--- src/rtl/pvrc_pkg.sv ---
// Shared types and constants of the panorama view remap coordinate generator.
// Holds the arctangent table, fixed-point constants and configuration indexes.
// No dependencies.
`default_nettype none

package pvrc_pkg;

  // datapath width of every CORDIC cell
  localparam int unsigned CW = 36;
  localparam int unsigned ATAN_TAB_LEN = 24;

  localparam logic [29:0] INV_GAIN_Q30 = 30'd652032874;
  localparam logic [47:0] VX_RAY = 48'd4026531840;
  localparam logic [20:0] OUT_MAX = 21'd2097151;

  typedef enum logic [2:0] {
    CFG_PROJ_WIDTH  = 3'd0,
    CFG_PROJ_HEIGHT = 3'd1,
    CFG_PANO_WIDTH  = 3'd2,
    CFG_PANO_HEIGHT = 3'd3,
    CFG_RAY_STEP_Y  = 3'd4,
    CFG_RAY_STEP_Z  = 3'd5,
    CFG_YAW_ANGLE   = 3'd6,
    CFG_PITCH_ANGLE = 3'd7
  } cfg_idx_e;

  // atan(2^-i) as a 32-bit binary angle
  function automatic logic [29:0] atan_at(input logic [4:0] idx);
    logic [29:0] r;
    unique case (idx)
      5'd0:  r = 30'd536870912;
      5'd1:  r = 30'd316933406;
      5'd2:  r = 30'd167458907;
      5'd3:  r = 30'd85004756;
      5'd4:  r = 30'd42667331;
      5'd5:  r = 30'd21354465;
      5'd6:  r = 30'd10680862;
      5'd7:  r = 30'd5340245;
      5'd8:  r = 30'd2670163;
      5'd9:  r = 30'd1335087;
      5'd10: r = 30'd667544;
      5'd11: r = 30'd333772;
      5'd12: r = 30'd166886;
      5'd13: r = 30'd83443;
      5'd14: r = 30'd41722;
      5'd15: r = 30'd20861;
      5'd16: r = 30'd10430;
      5'd17: r = 30'd5215;
      5'd18: r = 30'd2608;
      5'd19: r = 30'd1304;
      5'd20: r = 30'd652;
      5'd21: r = 30'd326;
      5'd22: r = 30'd163;
      5'd23: r = 30'd81;
      default: r = '0;
    endcase
    return r;
  endfunction

endpackage

`default_nettype wire

--- src/rtl/pvrc_rot_cell.sv ---
// One rotation-mode CORDIC step with a registered output.
// Uses pvrc_pkg for the datapath width and the arctangent table.
`default_nettype none

module pvrc_rot_cell import pvrc_pkg::*; #(
  parameter int unsigned IDX = 0,
  parameter int unsigned PW  = 1
) (
  input  wire logic                 clk_i,
  input  wire logic signed [CW-1:0] x_i,
  input  wire logic signed [CW-1:0] y_i,
  input  wire logic signed [CW-1:0] z_i,
  input  wire logic [PW-1:0]        pay_i,
  output logic signed [CW-1:0]      x_o,
  output logic signed [CW-1:0]      y_o,
  output logic signed [CW-1:0]      z_o,
  output logic [PW-1:0]             pay_o
);

  localparam logic signed [CW-1:0] ATAN = $signed(CW'(atan_at(5'(IDX))));

  logic signed [CW-1:0] x_d, y_d, z_d, x_q, y_q, z_q;
  logic [PW-1:0]        pay_q;

  always_comb begin
    if (!z_i[CW-1]) begin
      x_d = x_i - (y_i >>> IDX);
      y_d = y_i + (x_i >>> IDX);
      z_d = z_i - ATAN;
    end else begin
      x_d = x_i + (y_i >>> IDX);
      y_d = y_i - (x_i >>> IDX);
      z_d = z_i + ATAN;
    end
  end

  always_ff @(posedge clk_i) begin
    x_q   <= x_d;
    y_q   <= y_d;
    z_q   <= z_d;
    pay_q <= pay_i;
  end

  assign x_o   = x_q;
  assign y_o   = y_q;
  assign z_o   = z_q;
  assign pay_o = pay_q;

endmodule

`default_nettype wire

--- config.mk ---
export PLATFORM = sky130hd
export DESIGN_NAME = pvrc_rot_cell
export DESIGN_NICKNAME = d
export VERILOG_FILES = /design/src/rtl/pvrc_pkg.sv /design/src/rtl/pvrc_rot_cell.sv
export SDC_FILE = /design/constraint.sdc
export NUM_CORES = 1
export LEC_CHECK = 0
export BUFFER_PORTS_ARGS = -buffer_cell sky130_fd_sc_hd__buf_4
export CAP_MARGIN = 40
export CORE_UTILIZATION = 55
export DETAILED_ROUTE_END_ITERATION = 10
export GPL_TIMING_DRIVEN = 0
export PLACE_DENSITY_LB_ADDON = 0.2
export SYNTH_ARGS = -nofsm -noshare
export SYNTH_HDL_FRONTEND = slang
export SYNTH_SLANG_ARGS = --single-unit
--- constraint.sdc ---
create_clock -name clk_i -period 4 [get_ports clk_i]
set_clock_uncertainty 0.1 [all_clocks]
set_input_delay 0.8 -clock clk_i [delete_from_list [all_inputs] [get_ports clk_i]]
set_output_delay 0.8 -clock clk_i [all_outputs]
set_load 0.05 [all_outputs]
==> flow_summary.toml <==
[yosys]
synth_edf_count = 0
yosysTopAreaCell = "dfxtp_1"
ys_types = 71
synth_area_leaders = "dfxtp_1, ha_1, a21oi_1"
synthesis.area_mm2 = 0.00862
synth_top_area_share = 0.251
async_flop_share = 0
seq_area_frac_synth = 0.251
ys.flop_type = "dfxtp_1"
synth_seq_cells = 108
syn_inst = 1095
synth_warnings = 0
syn_avg_cell_area_um2 = 7.87
syn_nets = 1323

[final_layout]
syn_to_final_growth_pct = 26.2
drive_gt1_frac = 0.204
final_util = 0.713
instances_no_fill = 1542
num-fill-cells = 1280
mostFrequentLayoutCells = "buf_4, a21oi_1, inv_1, ha_1, dfxtp_1"
layout.nets = 1554
layout_commonest_cell = "buf_4"
finish.instance_area_mm2 = 0.0109
diodes = 0

[timing]
fin_crit_sh = 0.938
hold_ws_ps = 425
timing.final.ws_setup_ps = 249
tightest_slew_ps = 857
clock.fmax_ghz = 0.267
period_needed_ps = 3750
hold_viol = 0
rsz0062_at_grt = "no"
slew_headroom = 0.428
fin_setup_tns_ps = 0
setup_viol = 0
drv_slew = 0

[critical_path]
worstPathMaxFanout = 5
worstPathArrival_ps = 3920
worst_setup_path_start_kind = "primary input"
end_kind = "register"
required_ps = 4170
path_class = "primary input to register"

[clocking]
cts_hold_buf = 0
cts_made_buffers = 9
clock_path_buffers = 2
cts_setup_buffers = 0
cts_tree = "done"
cts_root_buf = "clkbuf_16"
cts.clk_slew.worst_paths_ps = 90
cts-htree-levels = 3
clock-sinks = 108

[global_routing]
grt_max_degree = 23
track_usage = 0.351
grt_pass1_wl_um = 44500
grt_pass1_vias = 8677
grt.overflow.total = 0
antenna_found_initial = 0

[drt]
postRouteAntennaNets = 0
drt_first_pass_iters = 8
wl_um = 28600
dr.first_iter.drc_count = 1018
wire_per_inst_um = 18.6
drc = 1
vias = 9080
viasPerCell = 5.89

[floorplan]
start_util = 0.565
die_w_um = 127
io_pins = 219
coreArea_mm2 = 0.0153
num_rows = 45
die-area_mm2 = 0.0162
die-height_um = 127

[pwr]
vdd_drop_max_v = 0.000266
p_per_area_mw_per_mm2 = 418
total_power_mw = 4.54
p_leak_nw = 5.21

[placed_design]
place_inst = 1526
gp_congestion = 0.993
port_buffers = 217
place_ws_ps = -147
place_hpwl_um = 22700
placed_area_mm2 = 0.0105

[run]
cap_violations = 0

[worst_hold_path]
hold_path.class = "primary input to register"
whs_path_depth = 1

[run_status]
status = "complete, but fails checks"
violations = "design-rule violations"
[path summary, 6_finish.rpt]
| check | from | to | slack, ps |
|---|---|---|---|
| hold / removal | z_i[18] | z_o[18]$_DFF_P_ | 420 |
| setup / recovery | x_i[0] | x_o[28]$_DFF_P_ | 250 |
[report_power, final]
| part | switching [mW] | internal [mW] |
|---|---|---|
| logic | 1.54 | 0.734 |
| clock network | 0.487 | 0.451 |
| registers | 0.0550 | 1.28 |
| total | 2.08 | 2.46 |
[layout make-up]
type | count | area (um^2) | area share
well taps | 211 | 264 | 0.0243
plain buffers | 51 | 224 | 0.0206
clock buffers | 9 | 225 | 0.0207
clock inverters | 7 | 88.8 | 0.00817
repair buffers | 220 | 1670 | 0.153
flip-flops and latches | 108 | 2160 | 0.199
multi-input cells | 814 | 5790 | 0.532
inverters | 122 | 458 | 0.0421
[logic make-up (layout without fill, tap and decap cells)]
logic type                 Yosys count  after routing  synth area share
muxes                               20             20            0.0234
buffers and inverters              173            409            0.0791
xor gates and xnor gates            71             71            0.0722
DFF                                108            108             0.251
AOI/OAI and AO/OA                  371            371             0.269
and+or+nand+nor                    234            234             0.131
adders and majority gates          118            118             0.175
[synthesized netlist by cell type, drive strengths merged, types with 5 or more instances]
| cell type | instances |
|---|---|
| nor2b | 7 |
| ha | 114 |
| and2 | 8 |
| buf | 20 |
| a211oi | 5 |
| or2 | 6 |
| dfxtp | 108 |
| o21bai | 29 |
| o31ai | 12 |
| nand2b | 11 |
| nand3 | 15 |
| o21a | 12 |
| nand4 | 15 |
| nor2 | 80 |
| and3 | 5 |
| xor2 | 5 |
| a21o | 20 |
| nor3 | 19 |
| inv | 118 |
| clkbuf | 31 |
| xnor2 | 66 |
| or3 | 7 |
| a21oi | 130 |
| nor4 | 7 |
| o21ai | 87 |
| a2111oi | 6 |
| a31oi | 13 |
| nand2 | 47 |
| mux2i | 19 |
| o211ai | 8 |
[critical path: stages]
cell,delay (ps)
buf_4,90
ha_1,150
inv_1,50
fa_1,420
o21bai_1,210
a211oi_1,110
o21bai_1,370
a21oi_1,260
o41ai_4,380
a21oi_1,260
o41ai_1,430
o21ai_0,200
xnor2_1,170
[layer usage]
metal / share of wire / GRT usage / wire, um / vias up
met3: 0.10 / 0.0716 / 2950 / 100
li1: - / - / - / 4269
met2: 0.46 / 0.587 / 13300 / 564
met5: 0 / 0 / 0 / -
met4: 0.039 / 0.156 / 1120 / 0
met1: 0.39 / 0.436 / 11300 / 4147
[what timing repair did]
action	4_1_cts	5_1_grt
endpoints found under the hold margin	0	0
endpoints found under the setup margin	0	4
resized for setup	0	1
[state kept, by name, indices dropped and copies added (netlist names)]
signal,flops
y_o,36
pay_o,1
x_o,35
z_o,36
Note: power is estimated with default switching activity, not from simulation.
