<file path="config.mk">
export PLATFORM = sky130hd
export DESIGN_NAME = pvrc_vec_cell
export DESIGN_NICKNAME = d
export VERILOG_FILES = /design/src/rtl/pvrc_pkg.sv /design/src/rtl/pvrc_vec_cell.sv
export SDC_FILE = /design/constraint.sdc
export NUM_CORES = 1
export LEC_CHECK = 0
export BUFFER_PORTS_ARGS = -buffer_cell sky130_fd_sc_hd__buf_2
export CORE_AREA = 5 5 119 234
export DETAILED_ROUTE_END_ITERATION = 10
export DIE_AREA = 0 0 124 239
export GPL_ROUTABILITY_DRIVEN = 0
export GPL_TIMING_DRIVEN = 0
export SLEW_MARGIN = 20
export SYNTH_ARGS = -nofsm -noshare
export SYNTH_HDL_FRONTEND = slang
export SYNTH_SLANG_ARGS = --single-unit
</file>
<file path="constraint.sdc">
create_clock -name clk_i -period 1 [get_ports clk_i]
set_input_delay 0.2 -clock clk_i [delete_from_list [all_inputs] [get_ports clk_i]]
set_output_delay 0.2 -clock clk_i [all_outputs]
set_load 0.03 [all_outputs]
</file>
<file path="src/rtl/pvrc_pkg.sv">
// Shared types and constants of the panorama view remap coordinate generator.
// Holds the arctangent table, fixed-point constants and configuration indexes.
// No dependencies.
`default_nettype none

package pvrc_pkg;

  // datapath width of every CORDIC cell
  localparam int unsigned CW = 36;
  localparam int unsigned ATAN_TAB_LEN = 24;

  localparam logic [29:0] INV_GAIN_Q30 = 30'd652032874;
  localparam logic [47:0] VX_RAY = 48'd4026531840;
  localparam logic [20:0] OUT_MAX = 21'd2097151;

  typedef enum logic [2:0] {
    CFG_PROJ_WIDTH  = 3'd0,
    CFG_PROJ_HEIGHT = 3'd1,
    CFG_PANO_WIDTH  = 3'd2,
    CFG_PANO_HEIGHT = 3'd3,
    CFG_RAY_STEP_Y  = 3'd4,
    CFG_RAY_STEP_Z  = 3'd5,
    CFG_YAW_ANGLE   = 3'd6,
    CFG_PITCH_ANGLE = 3'd7
  } cfg_idx_e;

  // atan(2^-i) as a 32-bit binary angle
  function automatic logic [29:0] atan_at(input logic [4:0] idx);
    logic [29:0] r;
    unique case (idx)
      5'd0:  r = 30'd536870912;
      5'd1:  r = 30'd316933406;
      5'd2:  r = 30'd167458907;
      5'd3:  r = 30'd85004756;
      5'd4:  r = 30'd42667331;
      5'd5:  r = 30'd21354465;
      5'd6:  r = 30'd10680862;
      5'd7:  r = 30'd5340245;
      5'd8:  r = 30'd2670163;
      5'd9:  r = 30'd1335087;
      5'd10: r = 30'd667544;
      5'd11: r = 30'd333772;
      5'd12: r = 30'd166886;
      5'd13: r = 30'd83443;
      5'd14: r = 30'd41722;
      5'd15: r = 30'd20861;
      5'd16: r = 30'd10430;
      5'd17: r = 30'd5215;
      5'd18: r = 30'd2608;
      5'd19: r = 30'd1304;
      5'd20: r = 30'd652;
      5'd21: r = 30'd326;
      5'd22: r = 30'd163;
      5'd23: r = 30'd81;
      default: r = '0;
    endcase
    return r;
  endfunction

endpackage

`default_nettype wire

</file>
<file path="src/rtl/pvrc_vec_cell.sv">
// One vectoring-mode CORDIC step with a registered output and valid bit.
// Uses pvrc_pkg for the datapath width and the arctangent table.
`default_nettype none

module pvrc_vec_cell import pvrc_pkg::*; #(
  parameter int unsigned IDX = 0,
  parameter int unsigned PW  = 1
) (
  input  wire logic                 clk_i,
  input  wire logic                 rst_ni,
  input  wire logic                 valid_i,
  input  wire logic signed [CW-1:0] x_i,
  input  wire logic signed [CW-1:0] y_i,
  input  wire logic signed [CW-1:0] z_i,
  input  wire logic [PW-1:0]        pay_i,
  output logic                      valid_o,
  output logic signed [CW-1:0]      x_o,
  output logic signed [CW-1:0]      y_o,
  output logic signed [CW-1:0]      z_o,
  output logic [PW-1:0]             pay_o
);

  localparam logic signed [CW-1:0] ATAN = $signed(CW'(atan_at(5'(IDX))));

  logic signed [CW-1:0] x_d, y_d, z_d, x_q, y_q, z_q;
  logic [PW-1:0]        pay_q;
  logic                 valid_q;

  always_comb begin
    if (!y_i[CW-1]) begin
      x_d = x_i + (y_i >>> IDX);
      y_d = y_i - (x_i >>> IDX);
      z_d = z_i + ATAN;
    end else begin
      x_d = x_i - (y_i >>> IDX);
      y_d = y_i + (x_i >>> IDX);
      z_d = z_i - ATAN;
    end
  end

  always_ff @(posedge clk_i or negedge rst_ni) begin
    if (!rst_ni) begin
      valid_q <= 1'b0;
    end else begin
      valid_q <= valid_i;
    end
  end

  always_ff @(posedge clk_i) begin
    x_q   <= x_d;
    y_q   <= y_d;
    z_q   <= z_d;
    pay_q <= pay_i;
  end

  assign valid_o = valid_q;
  assign x_o     = x_q;
  assign y_o     = y_q;
  assign z_o     = z_q;
  assign pay_o   = pay_q;

endmodule

`default_nettype wire

</file>
==> metrics, run 1 <==
fraction of registers with async set or reset after synthesis=0.917%; commonest non-fill, non-tap cells in the layout=153 x buf_6, 108 x dfxtp_2, 97 x buf_2; Worst path slowest cell=or4b_4; final hold violation count=0; Port Buffers=221; share of cells above drive strength 1=50.9%; EDFF count, synth=0; sequential standard cell area=2320 um2; first-pass GRT wire length=54100 um; total core area=26000 um2; CP endpoint kind=register; DR iter-0 viols=795; Area Growth Syn to Fin=70.5%; # setup viols final=183; Clock transition at path regs=0.08 ns; crit-path max FO=6; unrepaired setup endpoints after global routing=yes; Final Cycle Share=252%; DRC=0; GRT Total Usage=23.4%; CP required=1.25 ns; run status=finished with violations; CTS root buffer=clkbuf_16; cell count after synthesis=1097; drt total wl=37400 um; Fillers=2273; Die Width=124 um; via count=10106; post-synthesis instance area=8660 um2; CP startpoint kind=input port; Starting Density=33.4%; CTS Buffer Depth=2; fin crit period=2.52 ns; FP Rows=84; CTS tree=yes; Core Util, Final=56.9%; router iterations before antenna repair=5; synthesized area per cell=7.90 um2; Max Cap Viol=0; Yosys warning count=0; most common cell after layout, fill and taps aside=buf_6; die height=239 um; maximum number of pins on one net before global-route repair=19; WL/cell=20.5 um; critical path class=in2reg; Detail Placement HPWL=26200 um; hold_ws=0.0167 ns; maximum VDD drop=0.000890 V; critical-path cell list=buf_8, inv_4, ha_4, inv_1, a21oi_2, o31ai_2, or4b_4, a21oi_4, o41a_1, nor2_1, a41o_1, xnor2_1; # clock sinks=109; sequential share of the synthesized area=25.2%; synthesized flop and latch total=109; Tot Pwr=0.0201 W; Via density=5.55; area of the multi-input gates=7530 um2; Syn Nets=1323; antenna violations before repair=4; leakage power=6.50 nW; CP arrival=2.77 ns; Rel. slew slack=40.9%; htree depth=3; worst setup margin=-1.52 ns; cell area power density=1360 nW/um2; Final ANT Viol Nets=0; GRT overflow=0; top_reg_cell synth=dfxtp_1; fin nets=1693; Final Max Slew Viols=0; Slew @ Worst Pin=0.886 ns; IO Count=222; violated checks=setup timing; Final TNS setup=-80.64 ns; Yosys cell types=73; CTS Buf Count=9; vias in the first global route=10312; f_max=397 MHz; max incr delay on CP=0.57 ns; die footprint=29600 um2; worst hold path class=in2reg
-- through the flow --
step | worst slack (ns) | instances | instance area [um2]
after floorplan | -1.43 | 1097 | 9310
after global placement | -2.19 | 1662 | 10800
after detailed placement | -2.22 | 1662 | 10800
after CTS | -1.44 | 1771 | 13800
after global routing | -1.55 | 1819 | 14800
final | -1.52 | 1820 | 14800
-- final cells by class --
type / count / share of cell area (%)
Sequential cell: 109 / 15.7
Timing Repair Buffer: 362 / 22.1
Buffer: 46 / 3.12
Clock inverter: 5 / 0.263
Multi-Input combinational cell: 830 / 50.9
Tap cell: 344 / 2.91
Clock buffer: 11 / 1.71
Inverter: 109 / 3.20
Antenna cell: 4 / 0.0678
-- cell usage after synthesis (all sizes together) (7+ instances only) --
| library cell | count | share of area, % |
|---|---|---|
| nand3 | 13 | 0.75 |
| ha | 110 | 16 |
| o211ai | 11 | 0.95 |
| or3 | 7 | 0.51 |
| nor3 | 15 | 0.87 |
| o21bai | 31 | 2.7 |
| o31ai | 11 | 1.1 |
| buf | 18 | 0.95 |
| nor2 | 90 | 3.9 |
| and2 | 8 | 0.58 |
| clkbuf | 31 | 1.3 |
| dfxtp | 108 | 25 |
| xor2 | 8 | 0.81 |
| a21o | 27 | 2.3 |
| xnor2 | 66 | 6.7 |
| inv | 108 | 4.7 |
| and3 | 10 | 0.72 |
| o22ai | 8 | 0.65 |
| a21oi | 145 | 8.5 |
| a31oi | 14 | 1.1 |
| mux2i | 15 | 1.7 |
| nand2 | 52 | 2.3 |
| o21ai | 70 | 4.1 |
| nor2b | 13 | 0.94 |
| nand4 | 17 | 1.2 |
-- cell families (layout without fill, tap and decap cells) --
logic type,after synthesis,in the layout,share of synthesized area (%)
mux,15,15,1.73
fa+ha+maj,114,114,16.8
simple gates,254,254,14.3
xor+xnor,74,74,7.48
buf+inv,158,533,7.02
compound gates,373,373,27.4
flops,109,109,25.2
other cells,0,4,0
-- sequential cells by signal, indices dropped and copies added, names as in the netlist --
signal   flops
y_o         35
valid_o      1
pay_o        1
x_o         36
z_o         36
-- per-layer routing --
layer	vias to the layer above	part of all wire (%)	GRT usage, %
met1	4695	36	26.2
met3	182	8.1	4.62
met2	642	49	39.0
met4	0	7.3	16.6
li1	4587	-	-
met5	-	0	0
-- worst max-delay path: cells and delay by family --
family | cells | cell delay [ns]
adders and majority gates | 1 | 0.26
buffers and inverters | 3 | 0.24
AOI/OAI and AO/OA | 5 | 1.31
xor gates and xnor gates | 1 | 0.13
and+or+nand+nor | 2 | 0.62
-- timing repair --
item	4_1_cts	5_1_grt
pin swaps	104	109
hold endpoints to repair	33	0
gates cloned	1	1
hold buffers	33	0
gates resized for setup	567	116
setup buffers	65	51
endpoints found under the setup margin	184	184
-- final timing paths --
kind,from,end,cells after the start
max in group asynchronous,rst_ni,valid_o,2
min,x_i[35],x_o[35],2
min in group asynchronous,rst_ni,valid_o,2
max,x_i[7],x_o[27],12
-- where the power goes --
group,internal [W],switching [W]
Clock,0.00185,0.00176
Sequential,0.00532,0.000374
Combinational,0.00477,0.00606
Power figures use the tool's default switching activity.
==> run 2, diff against run 1 <==
--- a/config.mk
+++ b/config.mk
@@ -11,6 +11,7 @@
 export DIE_AREA = 0 0 124 239
 export GPL_ROUTABILITY_DRIVEN = 0
 export GPL_TIMING_DRIVEN = 0
+export MAX_ROUTING_LAYER = met4
 export SLEW_MARGIN = 20
 export SYNTH_ARGS = -nofsm -noshare
 export SYNTH_HDL_FRONTEND = slang
==> metrics, run 2 (synthesis results as in run 1) <==
vias in the first global route=10298 (-0.14%); drt total wl=37000 um (-1.0%); critical path class=in2reg; Clock transition at path regs=0.08 ns (about the same); Max Cap Viol=0 (unchanged); Rel. slew slack=46.7% (+5.8 points); FP Rows=84 (unchanged); hold_ws=0.0146 ns (-0.00210 ns); Final Max Slew Viols=0 (unchanged); crit-path max FO=3 (-3); DP Cell Count=1662 (unchanged); final hold violation count=0 (unchanged); router iterations before antenna repair=7 (+2); GRT Total Usage=24.2% (+0.72 points); IO Count=222 (unchanged); commonest non-fill, non-tap cells in the layout=157 x buf_6, 108 x dfxtp_2, 99 x buf_2; worst hold path class=in2reg; maximum number of pins on one net before global-route repair=19 (unchanged); run status=finished with violations; CP endpoint kind=register; cell area power density=1360 nW/um2 (-0.19%); f_max=403 MHz (+1.6%); via count=10109 (+0.030%); Port Buffers=221 (unchanged); dpl ws=-2.22 ns (unchanged); first-pass GRT wire length=54100 um (about the same); # setup viols final=182 (-0.55%); Final ANT Viol Nets=0 (unchanged); Final Cycle Share=248% (-3.9 points); unrepaired setup endpoints after global routing=yes; Die Width=124 um (unchanged); CP Capture Point=x_o[24]; worst setup margin=-1.48 ns (+0.0388 ns); CP startpoint kind=input port; GRT overflow=0 (unchanged); DRC=0 (unchanged); die height=239 um (unchanged); violated checks=setup timing; fin crit period=2.48 ns (-0.0388 ns); most common cell after layout, fill and taps aside=buf_6; CP startpoint=x_i[0]; CP required=1.29 ns (+0.04 ns); total core area=26000 um2 (unchanged); Tot Pwr=0.0201 W (about the same); Detail Placement HPWL=26200 um (unchanged); antenna violations before repair=4 (unchanged); CTS tree=yes; Fillers=2254 (-0.84%); CTS Buf Count=9 (unchanged); # clock sinks=109 (unchanged); CTS Buffer Depth=2 (unchanged); Starting Density=33.4% (unchanged); share of cells above drive strength 1=51.1% (+0.24 points); Final Non-Filler Cells=1819 (-0.055%); die footprint=29600 um2 (unchanged); Area Growth Syn to Fin=70.9%; leakage power=6.51 nW (+0.22%); htree depth=3 (unchanged); Via density=5.56 (about the same); WL/cell=20.3 um (-0.96%); DR iter-0 viols=770 (-3.1%); CP arrival=2.77 ns (about the same); Slew @ Worst Pin=0.799 ns (-0.0870 ns); maximum VDD drop=0.000892 V (+0.15%); fin nets=1692 (-0.059%); CTS root buffer=clkbuf_16
==> run 2: stage by stage <==
stage	instance area, um2	setup TNS, ns	utilization [%]
after floorplan	9310	-69.31	-
after global placement	10800	-112.62	41.8
after CTS	13800	-74.95	53.3
after detailed placement	10800	-114.03	41.8
final	14800	-80.48	57.1
after global routing	14800	-85.60	57.1
==> run 2: cell type report <==
cell class	count	area, um2	share of cell area, %
Buffer	45	463	3.13
Inverter	109	473	3.19
Multi-Input combinational cell	830	7560	51.0
Clock buffer	11	253	1.71
Timing Repair Buffer	362	3260	22.0
Antenna cell	4	10.0	0.0676
Clock inverter	5	38.8	0.262
Sequential cell	109	2320	15.7
Tap cell	344	430	2.91
==> run 2: per-layer routing <==
layer | track usage [%] | share of wire (%) | vias up
li1 | - | - | 4596
met1 | 26.7 | 36 | 4726
met2 | 39.1 | 50 | 623
met3 | 4.10 | 7.4 | 164
met4 | 16.3 | 6.5 | 0
met5 | - | 0 | -
==> run 2: what timing repair did <==
item / 4_1_cts / 5_1_grt
hold buffers: 33 / 0
endpoints found under the hold margin: 33 / 0
pin swaps: 104 / 124
gates resized for setup: 567 / 134
setup buffers: 65 / 55
endpoints found under the setup margin: 184 / 184
gates cloned: 1 / 0
==> run 2: how the worst min path moves through the flow <==
stage	startpoint	to	slack [ns]	cells after the start
after floorplan	rst_ni	valid_o	-0.1	0
after global placement	rst_ni	valid_o	-0.03	1
after detailed placement	rst_ni	valid_o	-0.02	1
after CTS	x_i[35]	x_o[35]	0.008	2
after global routing	x_i[35]	x_o[35]	0.01	2
final	x_i[35]	x_o[35]	0.01	2
==> run 2: report_power, final <==
part	total [W]	internal [W]	switching [W]
Sequential	0.00570	0.00532	0.000377
Clock	0.00362	0.00185	0.00176
Combinational	0.0108	0.00479	0.00604
==> run 2: worst max-delay path, stage by stage <==
cell      delay, ns
buf_12         0.10
ha_4           0.16
fa_2           0.35
nor2b_4        0.15
o21ai_4        0.19
a31oi_4        0.17
o31ai_4        0.31
nand4_1        0.20
a21oi_4        0.27
o41ai_4        0.10
a221oi_2       0.33
xor2_1         0.21
==> run 3, diff against run 2 <==
--- a/config.mk
+++ b/config.mk
@@ -6,12 +6,13 @@
 export NUM_CORES = 1
 export LEC_CHECK = 0
 export BUFFER_PORTS_ARGS = -buffer_cell sky130_fd_sc_hd__buf_2
-export CORE_AREA = 5 5 119 234
+export CORE_AREA = 5 5 95 186
 export DETAILED_ROUTE_END_ITERATION = 10
-export DIE_AREA = 0 0 124 239
+export DIE_AREA = 0 0 100 191
 export GPL_ROUTABILITY_DRIVEN = 0
 export GPL_TIMING_DRIVEN = 0
 export MAX_ROUTING_LAYER = met4
+export PLACE_DENSITY = 0.81
 export SLEW_MARGIN = 20
 export SYNTH_ARGS = -nofsm -noshare
 export SYNTH_HDL_FRONTEND = slang
==> metrics, run 3 <==
CTS root buffer=clkbuf_16; synthesized area per cell=7.90 um2 (unchanged); sequential share of the synthesized area=25.2% (unchanged); top_reg_cell synth=dfxtp_1; Starting Density=53.8% (+20 points); die height=191 um (-20%); Synth top cells by count=143 x a21oi_1, 110 x ha_1, 108 x dfxtp_1; Log Error=[ERROR GRT-0232] Routing congestion too high. Check the congestion heatmap in the GUI.; maximum number of pins on one net before global-route repair=23; Yosys warning count=0 (unchanged); most common cell in the netlist=a21oi_1; fraction of registers with async set or reset after synthesis=0.917% (unchanged); IO Count=222 (unchanged); post-synthesis instance area=8660 um2 (unchanged); Syn Nets=1323 (unchanged); GRT Total Usage=65.7%; cell count after synthesis=1097 (unchanged); top cell type's share of synthesized area=25.0% (unchanged); # clock sinks=109 (unchanged); GRT overflow=68; run status=stopped before the end; CTS Buffer Depth=2 (unchanged); Yosys cell types=73 (unchanged); placed instance area=10700 um2 (-1.6%); EDFF count, synth=0 (unchanged); post-synth top area cell=dfxtp_1; Die Width=100 um (-19%); DP Cell Count=1522 (-8.4%); Port Buffers=221 (unchanged); htree depth=3 (unchanged); CTS Buf Count=9 (unchanged); Worst-path end type=register data pin; synthesized flop and latch total=109 (unchanged); FP Rows=66 (-21%); Detail Placement HPWL=24000 um (-8.3%); grt repair worst endpoint=x_o[35]$_DFF_P_/D; Stop stage=global routing; Area contributors post-synth=dfxtp_1 25%, ha_1 16%, a21oi_1 8.3%
==> run 3: cell counts after synthesis <==
Identical to the previous run, type by type.
==> run 3: cells by family after synthesis <==
logic type / share of synthesized area, %
AND/OR/NAND/NOR: 14.3
flip-flops: 25.2
XOR/XNOR: 7.48
multiplexers: 1.73
adder cells (fa/ha/maj): 16.8
AO/OA/AOI/OAI: 27.4
buffers and inverters: 7.02
==> run 3: timing repair <==
action,in CTS
setup endpoints to repair,184
cloned,1
resized for setup,583
setup buffers,83
endpoints found under the hold margin,32
pin swaps,125
hold buffers,32
==> run 3: per-layer routing <==
layer	global-route usage, %	GRT overflow
met1	63.1	2
met2	85.5	41
met3	43.6	1
met4	63.1	24
met5	-	-
==> run 3: metrics by stage <==
| stage | hold WS, ns | worst slack [ns] | util (%) |
|---|---|---|---|
| CTS | 0.00202 | -1.38 | 86.2 |
| floorplan | -0.0956 | -1.43 | - |
| global placement | -0.0252 | -2.05 | 66.2 |
| detailed placement | -0.0228 | -2.08 | 66.2 |
==> run 4, diff against run 3 <==
--- a/config.mk
+++ b/config.mk
@@ -6,13 +6,12 @@
 export NUM_CORES = 1
 export LEC_CHECK = 0
 export BUFFER_PORTS_ARGS = -buffer_cell sky130_fd_sc_hd__buf_2
-export CORE_AREA = 5 5 95 186
+export CORE_AREA = 5 5 154 156
 export DETAILED_ROUTE_END_ITERATION = 10
-export DIE_AREA = 0 0 100 191
+export DIE_AREA = 0 0 159 161
 export GPL_ROUTABILITY_DRIVEN = 0
 export GPL_TIMING_DRIVEN = 0
-export MAX_ROUTING_LAYER = met4
-export PLACE_DENSITY = 0.81
+export PLACE_DENSITY_LB_ADDON = 0.15
 export SLEW_MARGIN = 20
 export SYNTH_ARGS = -nofsm -noshare
 export SYNTH_HDL_FRONTEND = slang
==> metrics, run 4 (synthesis results as in run 1) <==
run status=finished with violations; violated checks=setup timing; Reg power frac=28.4%; Via density=5.65; Comb power frac=52.7%; DR iter-0 viols=911; cell area power density=1390 nW/um2; DRC=0; Final ANT Viol Nets=0; htree depth=3 (unchanged); Rel. slew slack=44.0%; # clock sinks=109 (unchanged); Area Growth Syn to Fin=66.4%; total core area=22200 um2; Fillers=1845; antenna violations before repair=0; vias in the first global route=9564; GRT Total Usage=24.9%; fin nets=1681; CTS tree=yes; Detail Placement HPWL=24700 um (+2.5%); Die Width=159 um (+59%); maximum VDD drop=0.000850 V; f_max=406 MHz; via count=9866; leakage power=6.38 nW; Internal=0.0118 W; Final Max Slew Viols=0; Final Cycle Share=246%; worst setup margin=-1.46 ns; final hold violation count=0; # diodes=0; first-pass GRT wire length=52200 um; share of cells above drive strength 1=50.8%; IO Count=222 (unchanged); critical path class=in2reg; unrepaired setup endpoints after global routing=yes; dpl ws=-2.21 ns (-0.134 ns); drt total wl=34700 um; CP required=1.25 ns; Slew @ Worst Pin=0.840 ns; # setup viols final=184; Switching Fraction=41.1%; CP endpoint kind=register; CTS Buffer Depth=2 (unchanged); Clock transition at path regs=0.08 ns; die height=161 um (-16%); WL/cell=19.9 um; Starting Density=39.0% (-15 points); commonest non-fill, non-tap cells in the layout=138 x buf_6, 108 x dfxtp_2, 97 x buf_2; worst hold path class=in2reg; clock share of power=18.9%; CP startpoint kind=input port; CTS root buffer=clkbuf_16; FP Rows=55 (-17%); Core Util, Final=64.9%; Max Cap Viol=0; Port Buffers=221 (unchanged); maximum number of pins on one net before global-route repair=23; most common cell after layout, fill and taps aside=buf_6; CTS Buf Count=9 (unchanged); net switching power=0.00824 W; fin crit period=2.46 ns; GRT overflow=0; Tot Pwr=0.0200 W; crit-path max FO=5; die footprint=25600 um2; router iterations before antenna repair=6; CP arrival=2.71 ns
[run 4: worst paths after layout]
| kind | start | to | slack (ns) | cells past startpoint |
|---|---|---|---|---|
| min in group asynchronous | rst_ni | valid_o | 0.13 | 2 |
| hold / removal | z_i[29] | z_o[29] | 0.02 | 2 |
| setup / recovery | y_i[10] | y_o[31] | -1.46 | 13 |
| max in group asynchronous | rst_ni | valid_o | 0.78 | 2 |
[run 4: per-stage QoR]
step / setup TNS, ns / cells / hold slack, ns / area [um2]
after global routing: -81.47 / 1745 / 0.0378 / 14400
final: -75.96 / 1745 / 0.0184 / 14400
after CTS: -72.05 / 1701 / 0.0189 / 13600
after global placement: -111.01 / 1603 / -0.0257 / 10800
after detailed placement: -112.15 / 1603 / -0.0237 / 10800
after floorplan: -69.31 / 1097 / -0.0956 / 9310
[run 4: critical path, stage by stage]
cell	delay (ns)
buf_8	0.10
ha_4	0.25
buf_8	0.12
buf_4	0.13
nor4_4	0.23
o21ai_2	0.16
a2111oi_4	0.48
a21oi_4	0.16
buf_6	0.15
nor4_4	0.26
a21oi_2	0.07
mux2i_1	0.27
xnor2_1	0.12
[run 4: layer usage]
metal | GRT usage [%] | share of wire (%) | wire length, um | vias to the layer above
li1 | - | - | - | 4567
met1 | 32.7 | 40 | 14000 | 4603
met2 | 41.9 | 48 | 16700 | 591
met3 | 4.11 | 8.4 | 2900 | 105
met4 | 8.38 | 3.2 | 1120 | 0
met5 | 0 | 0 | 0 | -
[run 4: cell type report]
cell class | instances | area [um2] | area share, %
multi-input cells | 830 | 7370 | 51.1
repair buffers | 354 | 3130 | 21.7
flip-flops and latches | 109 | 2320 | 16.1
inverters | 109 | 478 | 3.31
plain buffers | 42 | 448 | 3.11
well taps | 285 | 357 | 2.47
clock buffers | 9 | 225 | 1.56
clock inverters | 7 | 86.3 | 0.599
[run 4: timing repair]
action | 4_1_cts | 5_1_grt
endpoints found under the setup margin | 184 | 183
gates cloned | 1 | 0
pin swaps | 101 | 87
hold buffers | 32 | 0
setup buffers | 56 | 50
endpoints found under the hold margin | 32 | 0
gates resized for setup | 543 | 127
[run 4: power groups by stage]
stage          combinational (W)  sequential [W]  clock, W
3_3_place_gp             0.00759         0.00540         0
4_1_cts                  0.00970         0.00569   0.00390
3_5_place_dp             0.00761         0.00542         0
6_report                  0.0106         0.00569   0.00379
2_1_floorplan            0.00363         0.00711         0
5_1_grt                   0.0111         0.00577   0.00406
